**src/hdl/tpt_pkg.sv**
```systemverilog
// tpt_pkg: shared types and codes of the tag presence table
// entry layout, status, command, outcome and answer codes, sequencer states
// no dependencies
package tpt_pkg;

	typedef enum logic [1:0] {
		ST_EMPTY   = 2'd0,
		ST_PRESENT = 2'd1,
		ST_DURESS  = 2'd2,
		ST_LOST    = 2'd3
	} status_t;

	typedef enum logic [1:0] {
		CMD_SIGHT  = 2'd0,
		CMD_TICK   = 2'd1,
		CMD_QUERY  = 2'd2,
		CMD_UNUSED = 2'd3
	} cmd_t;

	typedef enum logic [1:0] {
		OUT_REFRESHED = 2'd0,
		OUT_ADDED     = 2'd1,
		OUT_FULL      = 2'd2,
		OUT_ZERO_TAG  = 2'd3
	} outcome_t;

	typedef enum logic [1:0] {
		ANS_GONE   = 2'd0,
		ANS_SEEN   = 2'd1,
		ANS_DURESS = 2'd2
	} answer_t;

	typedef struct packed {
		logic [15:0] tag;
		logic [15:0] persist;
		status_t     status;
	} entry_t;

	localparam int ENTRY_W = $bits(entry_t);

	typedef enum logic [3:0] {
		S_IDLE  = 4'b0001,
		S_SCAN  = 4'b0010,
		S_WRITE = 4'b0100,
		S_FIN   = 4'b1000
	} state_t;

	localparam logic [15:0] PERSIST_RESET = 16'd400;
	localparam logic [4:0]  LOST_MAX      = 5'd31;

endpackage

```
**src/hdl/tag_presence_table_top.sv**
```systemverilog
// Tag presence table. Every sighting, aging tick and query walks the table through the
// single read port of the entry ram, one entry per cycle. A tick or query writes modified
// entries back in the cycle after their read, during the scan. A sighting goes from
// acceptance to the result register through the scan, the registered read, the write of
// the refreshed or added entry and the result load. A zero-tag sighting or an unused
// command skips the scan and goes straight to the result load. One transaction is worked
// at a time; the next input is taken as soon as the result is in the output register.
// The table reads as empty after reset through per-entry valid bits, so no clearing pass
// is needed.
// depends on tpt_pkg and tpt_ram
module tag_presence_table_top #(
	parameter int TABLE_ENTRIES = 16
) (
	input  logic        clk,
	input  logic        arst_n,
	input  logic        cfg_valid,
	output logic        cfg_ready,
	input  logic [15:0] cfg_data,
	input  logic        in_valid,
	output logic        in_ready,
	input  logic [1:0]  cmd,
	input  logic [15:0] tag_number,
	input  logic        duress,
	output logic        out_valid,
	input  logic        out_ready,
	output logic [1:0]  sighting_outcome,
	output logic [1:0]  tag_state,
	output logic [4:0]  lost_count
);

	localparam int IDX_W = (TABLE_ENTRIES > 1) ? $clog2(TABLE_ENTRIES) : 1;
	localparam int CNT_W = $clog2(TABLE_ENTRIES + 1);
	localparam logic [IDX_W-1:0] LAST_IDX = IDX_W'(TABLE_ENTRIES - 1);

	tpt_pkg::state_t   state_q;
	logic [15:0]       persist_q;
	tpt_pkg::cmd_t     cmd_q;
	logic [15:0]       tag_q;
	logic              dur_q;
	logic [CNT_W-1:0]  ptr_q;
	logic              rd_vld_s1;
	logic              vbit_s1;
	logic [IDX_W-1:0]  idx_s1;
	logic [TABLE_ENTRIES-1:0] vld_q;

	logic              match_q;
	logic [IDX_W-1:0]  match_idx_q;
	tpt_pkg::status_t  match_st_q;
	logic              free_q;
	logic [IDX_W-1:0]  free_idx_q;

	tpt_pkg::outcome_t res_outcome_q;
	tpt_pkg::answer_t  res_ans_q;
	logic [4:0]        res_lost_q;

	logic              out_valid_q;
	tpt_pkg::outcome_t out_outcome_q;
	tpt_pkg::answer_t  out_ans_q;
	logic [4:0]        out_lost_q;

	logic              issue;
	logic [IDX_W-1:0]  rd_addr;
	logic [tpt_pkg::ENTRY_W-1:0] rd_data;
	tpt_pkg::entry_t   ent;
	logic              tag_hit;
	logic              wr_en;
	logic [IDX_W-1:0]  wr_addr;
	tpt_pkg::entry_t   wr_data;
	logic              lost_inc;
	tpt_pkg::answer_t  ans_nxt;
	logic [4:0]        lost_nxt;
	tpt_pkg::status_t  new_st;

	assign cfg_ready = 1'b1;
	assign in_ready  = (state_q == tpt_pkg::S_IDLE);
	assign out_valid = out_valid_q;
	assign sighting_outcome = out_outcome_q;
	assign tag_state        = out_ans_q;
	assign lost_count       = out_lost_q;

	assign issue   = (state_q == tpt_pkg::S_SCAN) && (ptr_q < CNT_W'(TABLE_ENTRIES));
	assign rd_addr = ptr_q[IDX_W-1:0];

	tpt_ram #(
		.WIDTH(tpt_pkg::ENTRY_W),
		.DEPTH(TABLE_ENTRIES)
	) u_ram (
		.clk    (clk),
		.wr_en  (wr_en),
		.wr_addr(wr_addr),
		.wr_data(wr_data),
		.rd_en  (issue),
		.rd_addr(rd_addr),
		.rd_data(rd_data)
	);

	assign ent     = vbit_s1 ? tpt_pkg::entry_t'(rd_data) : '0;
	assign tag_hit = (ent.tag == tag_q);

	always_comb begin
		if (match_q) begin
			if (dur_q || (match_st_q == tpt_pkg::ST_DURESS)) begin
				new_st = tpt_pkg::ST_DURESS;
			end else begin
				new_st = tpt_pkg::ST_PRESENT;
			end
		end else begin
			new_st = tpt_pkg::ST_PRESENT;
		end
	end

	always_comb begin
		wr_en    = 1'b0;
		wr_addr  = idx_s1;
		wr_data  = ent;
		lost_inc = 1'b0;
		ans_nxt  = res_ans_q;
		if (rd_vld_s1) begin
			case (cmd_q)
				tpt_pkg::CMD_TICK: begin
					if (ent.persist > 16'd1) begin
						wr_en           = 1'b1;
						wr_data.persist = ent.persist - 16'd1;
					end else if (ent.persist == 16'd1) begin
						wr_en           = 1'b1;
						wr_data.persist = '0;
						wr_data.status  = tpt_pkg::ST_LOST;
						lost_inc        = 1'b1;
					end
				end
				tpt_pkg::CMD_QUERY: begin
					if (tag_hit) begin
						if (ent.status == tpt_pkg::ST_PRESENT) begin
							ans_nxt = tpt_pkg::ANS_SEEN;
						end else if (ent.status == tpt_pkg::ST_DURESS) begin
							ans_nxt        = tpt_pkg::ANS_DURESS;
							wr_en          = 1'b1;
							wr_data.status = tpt_pkg::ST_PRESENT;
						end
					end
				end
				default: begin
				end
			endcase
		end else if (state_q == tpt_pkg::S_WRITE) begin
			wr_en           = match_q || free_q;
			wr_addr         = match_q ? match_idx_q : free_idx_q;
			wr_data.tag     = tag_q;
			wr_data.persist = persist_q;
			wr_data.status  = new_st;
		end
	end

	assign lost_nxt = (lost_inc && (res_lost_q != tpt_pkg::LOST_MAX)) ?
		res_lost_q + 5'd1 : res_lost_q;

	// control state
	always_ff @(posedge clk or negedge arst_n) begin
		if (!arst_n) begin
			state_q       <= tpt_pkg::S_IDLE;
			persist_q     <= tpt_pkg::PERSIST_RESET;
			ptr_q         <= '0;
			rd_vld_s1     <= 1'b0;
			vld_q         <= '0;
			match_q       <= 1'b0;
			free_q        <= 1'b0;
			out_valid_q   <= 1'b0;
		end else begin
			if (cfg_valid && cfg_ready) begin
				persist_q <= cfg_data;
			end
			if (wr_en) begin
				vld_q[wr_addr] <= 1'b1;
			end
			rd_vld_s1 <= issue;
			if (issue) begin
				ptr_q <= ptr_q + CNT_W'(1);
			end
			if (out_valid_q && out_ready && (state_q != tpt_pkg::S_FIN)) begin
				out_valid_q <= 1'b0;
			end
			unique case (state_q)
				tpt_pkg::S_IDLE: begin
					if (in_valid) begin
						ptr_q   <= '0;
						match_q <= 1'b0;
						free_q  <= 1'b0;
						if ((cmd == tpt_pkg::CMD_UNUSED) ||
							((cmd == tpt_pkg::CMD_SIGHT) && (tag_number == 16'd0))) begin
							state_q <= tpt_pkg::S_FIN;
						end else begin
							state_q <= tpt_pkg::S_SCAN;
						end
					end
				end
				tpt_pkg::S_SCAN: begin
					if (rd_vld_s1 && (cmd_q == tpt_pkg::CMD_SIGHT)) begin
						if (!match_q && tag_hit && (ent.status != tpt_pkg::ST_LOST)) begin
							match_q <= 1'b1;
						end
						if (!free_q && (ent.persist == 16'd0)) begin
							free_q <= 1'b1;
						end
					end
					if (rd_vld_s1 && (idx_s1 == LAST_IDX)) begin
						state_q <= (cmd_q == tpt_pkg::CMD_SIGHT) ? tpt_pkg::S_WRITE :
							tpt_pkg::S_FIN;
					end
				end
				tpt_pkg::S_WRITE: begin
					state_q <= tpt_pkg::S_FIN;
				end
				tpt_pkg::S_FIN: begin
					if (!out_valid_q || out_ready) begin
						out_valid_q <= 1'b1;
						state_q     <= tpt_pkg::S_IDLE;
					end
				end
				default: begin
					state_q <= tpt_pkg::S_IDLE;
				end
			endcase
		end
	end

	// payload
	always_ff @(posedge clk) begin
		vbit_s1 <= vld_q[rd_addr];
		idx_s1  <= rd_addr;
		if (in_valid && in_ready) begin
			cmd_q         <= tpt_pkg::cmd_t'(cmd);
			tag_q         <= tag_number;
			dur_q         <= duress;
			res_ans_q     <= tpt_pkg::ANS_GONE;
			res_lost_q    <= '0;
			res_outcome_q <= ((cmd == tpt_pkg::CMD_SIGHT) && (tag_number == 16'd0)) ?
				tpt_pkg::OUT_ZERO_TAG : tpt_pkg::OUT_REFRESHED;
		end
		if (rd_vld_s1) begin
			res_ans_q  <= ans_nxt;
			res_lost_q <= lost_nxt;
			if ((cmd_q == tpt_pkg::CMD_SIGHT) && !match_q && tag_hit &&
				(ent.status != tpt_pkg::ST_LOST)) begin
				match_idx_q <= idx_s1;
				match_st_q  <= ent.status;
			end
			if ((cmd_q == tpt_pkg::CMD_SIGHT) && !free_q && (ent.persist == 16'd0)) begin
				free_idx_q <= idx_s1;
			end
		end
		if (state_q == tpt_pkg::S_WRITE) begin
			if (match_q) begin
				res_outcome_q <= tpt_pkg::OUT_REFRESHED;
			end else if (free_q) begin
				res_outcome_q <= tpt_pkg::OUT_ADDED;
			end else begin
				res_outcome_q <= tpt_pkg::OUT_FULL;
			end
		end
		if ((state_q == tpt_pkg::S_FIN) && (!out_valid_q || out_ready)) begin
			out_outcome_q <= res_outcome_q;
			out_ans_q     <= res_ans_q;
			out_lost_q    <= res_lost_q;
		end
	end

endmodule

```
**src/hdl/tpt_ram.sv**
```systemverilog
// tpt_ram: generic simple dual-port ram, one write and one registered read port
// no dependencies
module tpt_ram #(
	parameter int WIDTH = 34,
	parameter int DEPTH = 16
) (
	input  logic                                    clk,
	input  logic                                    wr_en,
	input  logic [((DEPTH > 1) ? $clog2(DEPTH) : 1)-1:0] wr_addr,
	input  logic [WIDTH-1:0]                        wr_data,
	input  logic                                    rd_en,
	input  logic [((DEPTH > 1) ? $clog2(DEPTH) : 1)-1:0] rd_addr,
	output logic [WIDTH-1:0]                        rd_data
);

	logic [WIDTH-1:0] mem [DEPTH];

	always_ff @(posedge clk) begin
		if (wr_en) begin
			mem[wr_addr] <= wr_data;
		end
		if (rd_en) begin
			rd_data <= mem[rd_addr];
		end
	end

endmodule

```
**config.mk**
```make
export PLATFORM = sky130hd
export DESIGN_NAME = tag_presence_table_top
export DESIGN_NICKNAME = d
export VERILOG_FILES = /design/src/hdl/tpt_pkg.sv /design/src/hdl/tag_presence_table_top.sv /design/src/hdl/tpt_ram.sv
export SDC_FILE = /design/constraint.sdc
export NUM_CORES = 1
export LEC_CHECK = 0
export ABC_CLOCK_PERIOD_IN_PS = 3100
export BUFFER_PORTS_ARGS = -buffer_cell sky130_fd_sc_hd__buf_2
export CAP_MARGIN = 40
export CORE_ASPECT_RATIO = 1.5
export CORE_MARGIN = 2
export CORE_UTILIZATION = 59
export CTS_BUF_LIST = sky130_fd_sc_hd__clkbuf_8
export DETAILED_ROUTE_END_ITERATION = 16
export HOLD_SLACK_MARGIN = 0.02
export PLACE_DENSITY_LB_ADDON = 0.2
export RECOVER_POWER = 25
export SYNTH_ARGS = -nofsm -noshare
export SYNTH_HDL_FRONTEND = slang
export SYNTH_SLANG_ARGS = --single-unit
```
**constraint.sdc**
```tcl
create_clock -name clk -period 3.1 [get_ports clk]
set_input_delay 0.155 -clock clk [delete_from_list [all_inputs] [get_ports clk]]
set_output_delay 0.155 -clock clk [all_outputs]
set_load 0.005 [all_outputs]
```
[Yosys cells after proc, flatten, opt, wreduce, memory -nomap -nowiden]
Memories as Yosys holds them, arrays and structs flattened. A register that Yosys moved wholly into a read port is not among the register bits.
Cells that the tools add are included.
Operators by class
  add/subtract/negate cells: 3
  $lt $le $gt $ge: 5
  equality and inequality tests: 26
  muxes and demuxes: 67
  bitwise logic cells: 1
  reduce and logical (&&, ||, !) cells: 39
Operators with widths (number)
  $mux 34: 2
  $mux 16: 3
  $mux 18: 2
  $mux 2: 17
  $logic_not 16->1: 2
  $mux 4: 8
  $mux 5: 6
  $mux 1: 22
  $logic_and 1x1->1: 18
  $eq 16x1->1 const B: 1
  $eq 16x16->1: 1
  $gt 16x1->1 const B: 1
  $ne 2x1->1 const B: 8
  $or 16x16->16: 1
  $pmux 4 s4: 1
  $sub 16x1->16 const B: 1
  $reduce_and 4->1: 3
  $add 5x1->5 const B: 2
  $lt 4x5->1 const B: 2
  $eq 2x2->1 const B: 4
  $eq 4x4->1 const B: 2
  $pmux 1 s2: 3
  $reduce_and 2->1: 3
  $reduce_bool 2->1: 3
  other kinds (17): 25
Word-level totals
  register bits: 97
  memory bits (writable): 544
  input bits: 40
  output and inout port bits: 12
  logic and storage cells: 164
  memories: 1
Memories
  u_ram.mem: words 16, bits a word 34, read ports 1, clocked after Yosys merged registers in 1, wr ports 1, RTL line tpt_ram.sv:16  | logic [WIDTH-1:0] mem [DEPTH];

[Longest topological paths before layout]
Gate-level depths: netlist (run 1).
  word-level depth: 9
  depth in mapped cells: 11
  gate-level depth less buffers: 8

[By module]
Synthesis (run 1) repeated with hierarchy kept, for this count alone.
Unflattened totals
  cells, all modules: 1449
  area, all modules: 27088.5 um2
Modules (own cells, without submodules)
  tpt_ram: times used 1, cells each 888, area each 21416.8 um2
  tag_presence_table_top: times used 1, cells each 561, area each 5671.7 um2

[Worst setup path after synthesis (run 1)]
OpenSTA, ideal clock, no wires.
  path type: reg-to-reg
  start: register vbit_s1
  end: memory u_ram.mem[11][0] (enable)
  setup time: 0.394 ns
  arrival: 2.967 ns
  data required time: 2.706 ns
  slack: -0.261 ns
  cell stages (with the launch flop): 12
  buffers on the path: 3
  clock period less this slack: 3.361 ns
  cell sequence: dfxtp_1 > buf_2 > clkbuf_1 > nand2_1 > inv_1 > ha_1 > o21a_1 > o31ai_4 > o21ai_1 > a41o_1 > clkbuf_1 > and2_1
Between the ends
  cells in the longest elaborated chain, start to end: 9
RTL lines
  from (decl): RTL line tag_presence_table_top.sv:42  | logic vbit_s1;
  from (signal assigned): RTL line tag_presence_table_top.sv:228  | vbit_s1 <= vld_q[rd_addr];
  $mux 34 (*): RTL line tag_presence_table_top.sv:97  | assign ent = vbit_s1 ? tpt_pkg::entry_t'(rd_data) : '0;
  parallel branches: the longest is 4 deep, another holds $gt 16x1->1
  $pmux 1 s2 (*): RTL line tag_presence_table_top.sv:119  | case (cmd_q)
  $mux 1 (*): RTL line tag_presence_table_top.sv:118  | if (rd_vld_s1) begin
  $mux 1 (*): RTL line tpt_ram.sv:19  | if (wr_en) begin
  $mux 1 (implied by the code) (*): RTL line tpt_ram.sv:20  | mem[wr_addr] <= wr_data;
  to (decl): RTL line tpt_ram.sv:16
Every way passes the cells marked *.

[Worst setup path in the final report (run 1)]
  start: register state_q[1]
  end: memory u_ram.mem[7][8], data pin
Between the ends
  cells in the longest elaborated chain, start to end: 3
RTL lines
  from (decl): RTL line tag_presence_table_top.sv:35  | tpt_pkg::state_t state_q;
  from (signal assigned): RTL line tag_presence_table_top.sv:160  | state_q <= tpt_pkg::S_IDLE;
  from (signal assigned): RTL line tag_presence_table_top.sv:190  | state_q <= tpt_pkg::S_FIN;
  from (signal assigned): RTL line tag_presence_table_top.sv:192  | state_q <= tpt_pkg::S_SCAN;
  $eq 4x3->1: RTL line tag_presence_table_top.sv:145  | end else if (state_q == tpt_pkg::S_WRITE) begin
  $mux 34: RTL line tag_presence_table_top.sv:145
  $mux 18: RTL line tag_presence_table_top.sv:118
  net u_ram.wr_data[8]: RTL line tpt_ram.sv:10  | input logic [WIDTH-1:0] wr_data,
The timed path passes the listed nets, and every way through them passes these cells.

==> results of run 1 <==
-- worst max-delay path by stage --
| stage | depth (start not counted) | to | start | slack [ps] |
|---|---|---|---|---|
| final | 8 | u_ram.mem[7][8] | state_q[1] | 240 |
| after global routing | 3 | u_ram.rd_data[29] | ptr_q[0] | 140 |
| after CTS | 10 | u_ram.mem[4][17] | vbit_s1 | 290 |
| after detailed placement | 10 | u_ram.mem[7][3] | vbit_s1 | 340 |
| after global placement | 10 | u_ram.mem[5][3] | vbit_s1 | 440 |
| after floorplan | 11 | u_ram.mem[0][0] | vbit_s1 | 90 |
-- cells in the mapped netlist, types with 13 or more instances --
cell	instances	share of area
o22ai_1	13	0.0030
nor2_1	38	0.0053
xor2_1	13	0.0042
edfxtp_1	625	0.69
nand2_1	68	0.0094
mux4_2	175	0.15
o21ai_0	42	0.0078
mux2_2	16	0.0067
buf_1	13	0.0018
a21o_1	18	0.0050
clkbuf_1	46	0.0064
dfrtp_1	41	0.038
o21a_1	15	0.0042
a21oi_1	29	0.0054
and2_1	21	0.0049
nand3_1	22	0.0041
-- through the flow --
stage / instances / util
6_report: 2274 / 0.6868
5_1_grt: 2274 / 0.6868
4_1_cts: 2273 / 0.6898
3_5_place_dp: 2042 / 0.6374
3_3_place_gp: 2042 / 0.6374
2_1_floorplan: 1374 / -
-- cell type report --
cell class / count / area share
sequential: 675 / 0.6399
multi-input combinational: 614 / 0.2157
timing repair buffer: 208 / 0.06059
clock buffer: 102 / 0.04490
tap: 588 / 0.02353
clock inverter: 75 / 0.01401
inverter: 11 / 0.001321
antenna: 1 / 0.00008004
-- state kept, by name (all words and copies together), names as in the netlist, 2 cells and up --
name and flops:
u_ram.mem 544, sighting_outcome 2, ptr_q 5, res_lost_q 5
match_idx_q 4, tag_q 16, tag_state 2, res_ans_q 2
state_q 4, lost_count 5, res_outcome_q 2, free_idx_q 4
cmd_q 2, vld_q 16, persist_q 16, u_ram.rd_data 34
idx_s1 4, match_st_q 2
-- critical path: cells and delay by family (launching register included) --
family          cells  cell delay [ps]
compound gates      4              510
buf+inv             2              600
flops               1              450
simple gates        2              970
-- where the power goes --
part | internal [mW] | leakage, nW | switching (mW)
combinational | 1.46 | 2.90 | 1.91
sequential | 10.4 | 6.76 | 0.373
clock | 3.39 | 1.06 | 3.29
total | 15.2 | 10.7 | 5.58
-- cells by family after synthesis --
family,after synthesis,share of synthesized area
flip-flops,675,0.7388
AND/OR/NAND/NOR,227,0.04446
multiplexers,195,0.1537
AO/OA/AOI/OAI,167,0.04100
buffers and inverters,85,0.01290
XOR/XNOR,15,0.004853
adder cells (fa/ha/maj),9,0.004160
other,1,0.0001385
-- routing by layer --
| layer | global-route usage | wire length (um) |
|---|---|---|
| met5 | 0 | 0 |
| met2 | 0.5144 | 36130 |
| met4 | 0.1681 | 3985 |
| met1 | 0.3207 | 21740 |
| met3 | 0.05180 | 4215 |
==> results.yml, run 1 <==
critical_path:
  crit_path_max_incr_delay_ps: 660
  path_class: "reg2reg"
  worst-r2r-setup-slack_ps: 240
  crit_chain: "or4b_1 > clkbuf_1 > and3_1 > a21oi_1 > o21ai_0 > a31oi_1 > o21ai_0 > buf_4"
  startpoint_type: "flop"
  cpMostUsedCell: "o21ai_0"
  crit_slowest_cell: "or4b_1"
  r2r-end: "u_ram.mem[7][8]"
  r2r_start: "state_q[1]"
  crit_path_end_kind: "flop"
  cp.required_ps: 3480
  reg2reg_depth: 8
  path_max_fanout: 16
  worstPathArrival_ps: 3240
synthesis:
  synth_ff_type: "edfxtp_1"
  syn_nets: 1423
  syn_area_per_cell_um2: 19.70
  synth.yosys.seq_area_share: 0.7388
  synthArstFlopShare: 0.06667
  yosysWarnings: 0
  synth_cells: 1374
  synth.distinct_cells: 66
  synth_edf_count: 625
  ys_ff_latch: 675
  netlist_area_um2: 27070
clocking:
  holdBufCountCts: 54
  htreeDepth: 3
  clock-root-buffer: "clkbuf_8"
  cts_buffer_depth: 3
  clock-sinks: 675
  cts_made_buffers: 96
  path_clk_slew_ps: 70
  clk_latency_ps: 700
  cts_resized: 0
  cts_tree: "done"
  cts_setup_buffers: 0
worst_hold_path:
  min_to: "dur_q"
  whs_path_depth: 2
  hp-class: "in2reg"
  min_from: "duress"
timing:
  setup_viol: 0
  whs_ps: 236.9
  finalMaxSlewViolations: 47
  finalClockSkew_ps: 52.51
  final_hold_viol_count: 0
  setup_ws_ps: 241.7
  period_minus_slack_ps: 2858
  tightest_slew_ps: 1683
  max_freq_ghz: 0.3499
  rsz0062_at_grt: "false"
  relSlewSlack: -0.1220
  final.setup.tns_ps: 0
  fin_crit_sh: 0.9220
global_route:
  antenna_found_initial: 2
  grt_max_degree: 67
  track_usage: 0.2886
  overflow: 0
  grt_pass1_vias: 14610
  grt_pass1_wl_um: 95810
power_and_ir_drop:
  p_leak_nw: 10.73
  power.total_mw: 20.82
  p_per_area_nw_per_um2: 665.9
  worst_ir_drop_vdd_mv: 0.4047
finish:
  final_common_cell: "edfxtp_1"
  fillers: 2889
  stdcell_area_um2: 31260
  multi_input_area_um2: 6743
  seqCellArea_um2: 20010
  layout.cells.most_common_list: "edfxtp_1 (625), mux4_2 (175), clkbuf_8 (102), nand2_1 (68)"
  finalNetCount: 1655
  area_delta_synth_final_pct: 15.49
  drive_gt1_frac: 0.2754
placed_design:
  post-place-ws_ps: 342.9
  io_buffers: 50
  dp_hpwl_um: 44520
  globalplace.congestion: 0.9327
  place_area_um2: 29020
routing:
  drtPass1Iterations: 5
  vias_per_cell: 6.275
  drt_iter0_drc: 1427
  wl_um: 66060
  avgRoutedWirePerCell_um: 29.05
  vias: 14270
  drc: 0
  ant_nets: 0
status:
  violations: "capacitance limit, slew limit"
  status: "finished, violations left"
die:
  rows: 96
  start_util: 0.5947
  fp.dieArea_um2: 47650
  core_area_um2: 45520
  num_io_pins: 52
  die_h_um: 266.3
  die_x_um: 178.9
job:
  maxCapViolations: 2
No activity file was read; power rests on OpenSTA's default activity.
==> inputs of run 2 (changes only) <==
SYNTH_HIERARCHICAL = 1   (was not set)
==> run 2 against run 1 <==
  * The flow finishes with violations (capacitance limit, slew limit, setup timing)
  * Global-route usage down 2.2 points
  * Via count up 5.7%
  * Area after synthesis about the same
  * Combinational power is 5% lower
  * Cell count rose by 5.8%
  * Critical endpoint is now u_ram/mem[1][7]
==> results.yml, run 2 <==
global_route:
  antenna_found_initial: 1
  grt_pass1_wl_um: 92700
  grt_max_degree: 59
  overflow: 0
  track_usage: 0.2671
  grt_pass1_vias: 15760
timing:
  final_hold_viol_count: 0
  tightest_slew_ps: 1701
  finalClockSkew_ps: 44.81
  fin_crit_sh: 1.012
  setup_ws_ps: -36.03
  setup_viol: 25
  whs_ps: 186.0
  period_minus_slack_ps: 3136
  max_freq_ghz: 0.3189
  finalMaxSlewViolations: 30
  final.setup.tns_ps: -457.1
  relSlewSlack: -0.1337
  rsz0062_at_grt: "true"
clocking:
  htreeDepth: 3
  cts_made_buffers: 96
  path_clk_slew_ps: 60
  clock-sinks: 675
  clock-root-buffer: "clkbuf_8"
  cts_buffer_depth: 3
  clk_latency_ps: 710
  cts_tree: "done"
die:
  rows: 96
  fp.dieArea_um2: 47680
  start_util: 0.5950
  core_area_um2: 45520
  num_io_pins: 52
  die_h_um: 266.4
  die_x_um: 179.0
synthesis:
  synthTopCellsByCount: "edfxtp_1 (625), mux4_2 (141), nand2_1 (108)"
  synthArstFlopShare: 0.06667
  synth_cells: 1449
  synth_most_common_cell: "edfxtp_1"
  synth_edf_count: 625
  synth.yosys.seq_area_share: 0.7383
  syn_nets: 1498
  synth_top_area_cell: "edfxtp_1"
  ys_ff_latch: 675
  syn_area_per_cell_um2: 18.69
  synth_ff_type: "edfxtp_1"
  synth.top_cell.area_share: 0.6928
  netlist_area_um2: 27090
  ys_top_cells_by_area: "edfxtp_1 (69%), mux4_2 (12%), dfrtp_1 (3.8%), a22oi_1 (1.9%), nand2_1 (1.5%)"
  synth.distinct_cells: 73
  yosysWarnings: 6
critical_path:
  worstPathArrival_ps: 3550
  cpMostUsedCell: "buf_6"
  path_class: "reg2reg"
  crit_path_end_kind: "flop"
  crit_path_max_incr_delay_ps: 600
  worst-r2r-setup-slack_ps: -40
  path_max_fanout: 6
  reg2reg_depth: 12
  r2r_start: "vbit_s1"
  startpoint_type: "flop"
  crit_chain: "buf_6 > buf_6 > o21a_1 > nor3_2 > o22ai_2 > or4_4 > o221ai_4 > or3b_4 > buf_12 > nor2_4 > buf_6 > clkbuf_16"
  r2r-end: "u_ram/mem[1][7]"
  crit_slowest_cell: "or4_4"
  crit_cells: 12
  critPathTopFamily: "simple AND/OR/NAND/NOR gates"
  cp.required_ps: 3510
  path_buf_inv: 5
status:
  violations: "capacitance limit, slew limit, setup timing"
  status: "finished, violations left"
routing:
  avgRoutedWirePerCell_um: 26.06
  vias_per_cell: 6.270
  vias: 15090
  drt_iter0_drc: 1565
  wl_um: 62710
  drtPass1Iterations: 6
  ant_nets: 0
  drc: 0
placed_design:
  io_buffers: 50
  globalplace.congestion: 0.8743
  dp_hpwl_um: 37280
  place_area_um2: 29330
finish:
  reg.largest.list: "u_ram/mem x544, u_ram/rd_data x34"
  largest-register: "u_ram/mem"
  drive_gt1_frac: 0.2994
  area_delta_synth_final_pct: 19.16
  layout.cells.most_common_list: "edfxtp_1 (625), mux4_2 (141), nand2_1 (107), buf_4 (102), clkbuf_8 (101)"
  final_common_cell: "edfxtp_1"
  stdcell_area_um2: 32280
  finalNetCount: 1787
  largest_register_ffs: 544
worst_hold_path:
  min_to: "tag_q[13]"
  whs_path_depth: 2
  hp-class: "in2reg"
  min_from: "tag_number[13]"
power_and_ir_drop:
  p_leak_nw: 11.30
  p_per_area_nw_per_um2: 650.5
  power.total_mw: 21.00
  worst_ir_drop_vdd_mv: 0.3903
job:
  maxCapViolations: 1
==> run 2: what timing repair did <==
item | in CTS | in global routing
pin swaps | 5 | 3
resized for setup | 18 | 19
setup buffers | 8 | 9
cloned | 2 | 9
endpoints found under the hold margin | 71 | 0
endpoints found under the setup margin | 156 | 272
hold buffers | 54 | 0
==> run 2: cell type report <==
class | instances | area, um2
Multi-Input combinational cell | 679 | 6857
Tap cell | 588 | 735.7
Timing Repair Buffer | 273 | 2715
Sequential cell | 675 | 20010
Fill cell | 2780 | 13240
Clock buffer | 101 | 1390
Clock inverter | 76 | 518.0
Inverter | 13 | 51.30
Antenna cell | 1 | 2.502
==> run 2: routing by layer <==
layer,part of all wire,vias up,track usage
met3,0.064,124,0.04487
met5,0,-,0
li1,-,6532,-
met4,0.030,0,0.1035
met1,0.38,7801,0.3375
met2,0.53,628,0.4622
==> run 2: worst max path at each step <==
stage                     slack [ps]         startpoint               end
after floorplan                 -540  u_ram/rd_data[24]   u_ram/mem[0][0]
after global placement           -80            vbit_s1  u_ram/mem[2][33]
after detailed placement        -140            vbit_s1  u_ram/mem[1][31]
after CTS                         20            vbit_s1   u_ram/mem[1][7]
after global routing            -130            vbit_s1   u_ram/mem[1][7]
final                            -40            vbit_s1   u_ram/mem[1][7]
==> run 2: logic make-up (layout without fill, tap and decap cells) <==
logic type	Yosys count	count (layout)	share of synthesized area
adder cells (fa/ha/maj)	9	9	0.004157
other	1	2	0.0001384
buffers and inverters	95	463	0.01718
multiplexers	162	162	0.1257
XOR/XNOR	17	17	0.005497
flip-flops	675	675	0.7383
AO/OA/AOI/OAI	224	224	0.06023
AND/OR/NAND/NOR	266	266	0.04878
==> run 2: metrics by stage <==
| stage | setup slack [ps] | utilization | cells |
|---|---|---|---|
| after floorplan | -541.2 | - | 1449 |
| after global placement | -76.22 | 0.6441 | 2146 |
| after detailed placement | -138.4 | 0.6442 | 2147 |
| after CTS | 20.84 | 0.7021 | 2388 |
| after global routing | -129.8 | 0.7091 | 2406 |
| final | -36.03 | 0.7091 | 2406 |
==> run 2: where the power goes <==
group	internal, mW	leakage, nW	total, mW	switching, mW
clock	3.63	1.07	6.96	3.34
sequential	10.4	6.73	10.8	0.413
combinational	1.46	3.50	3.21	1.74
total	15.5	11.3	21.0	5.49
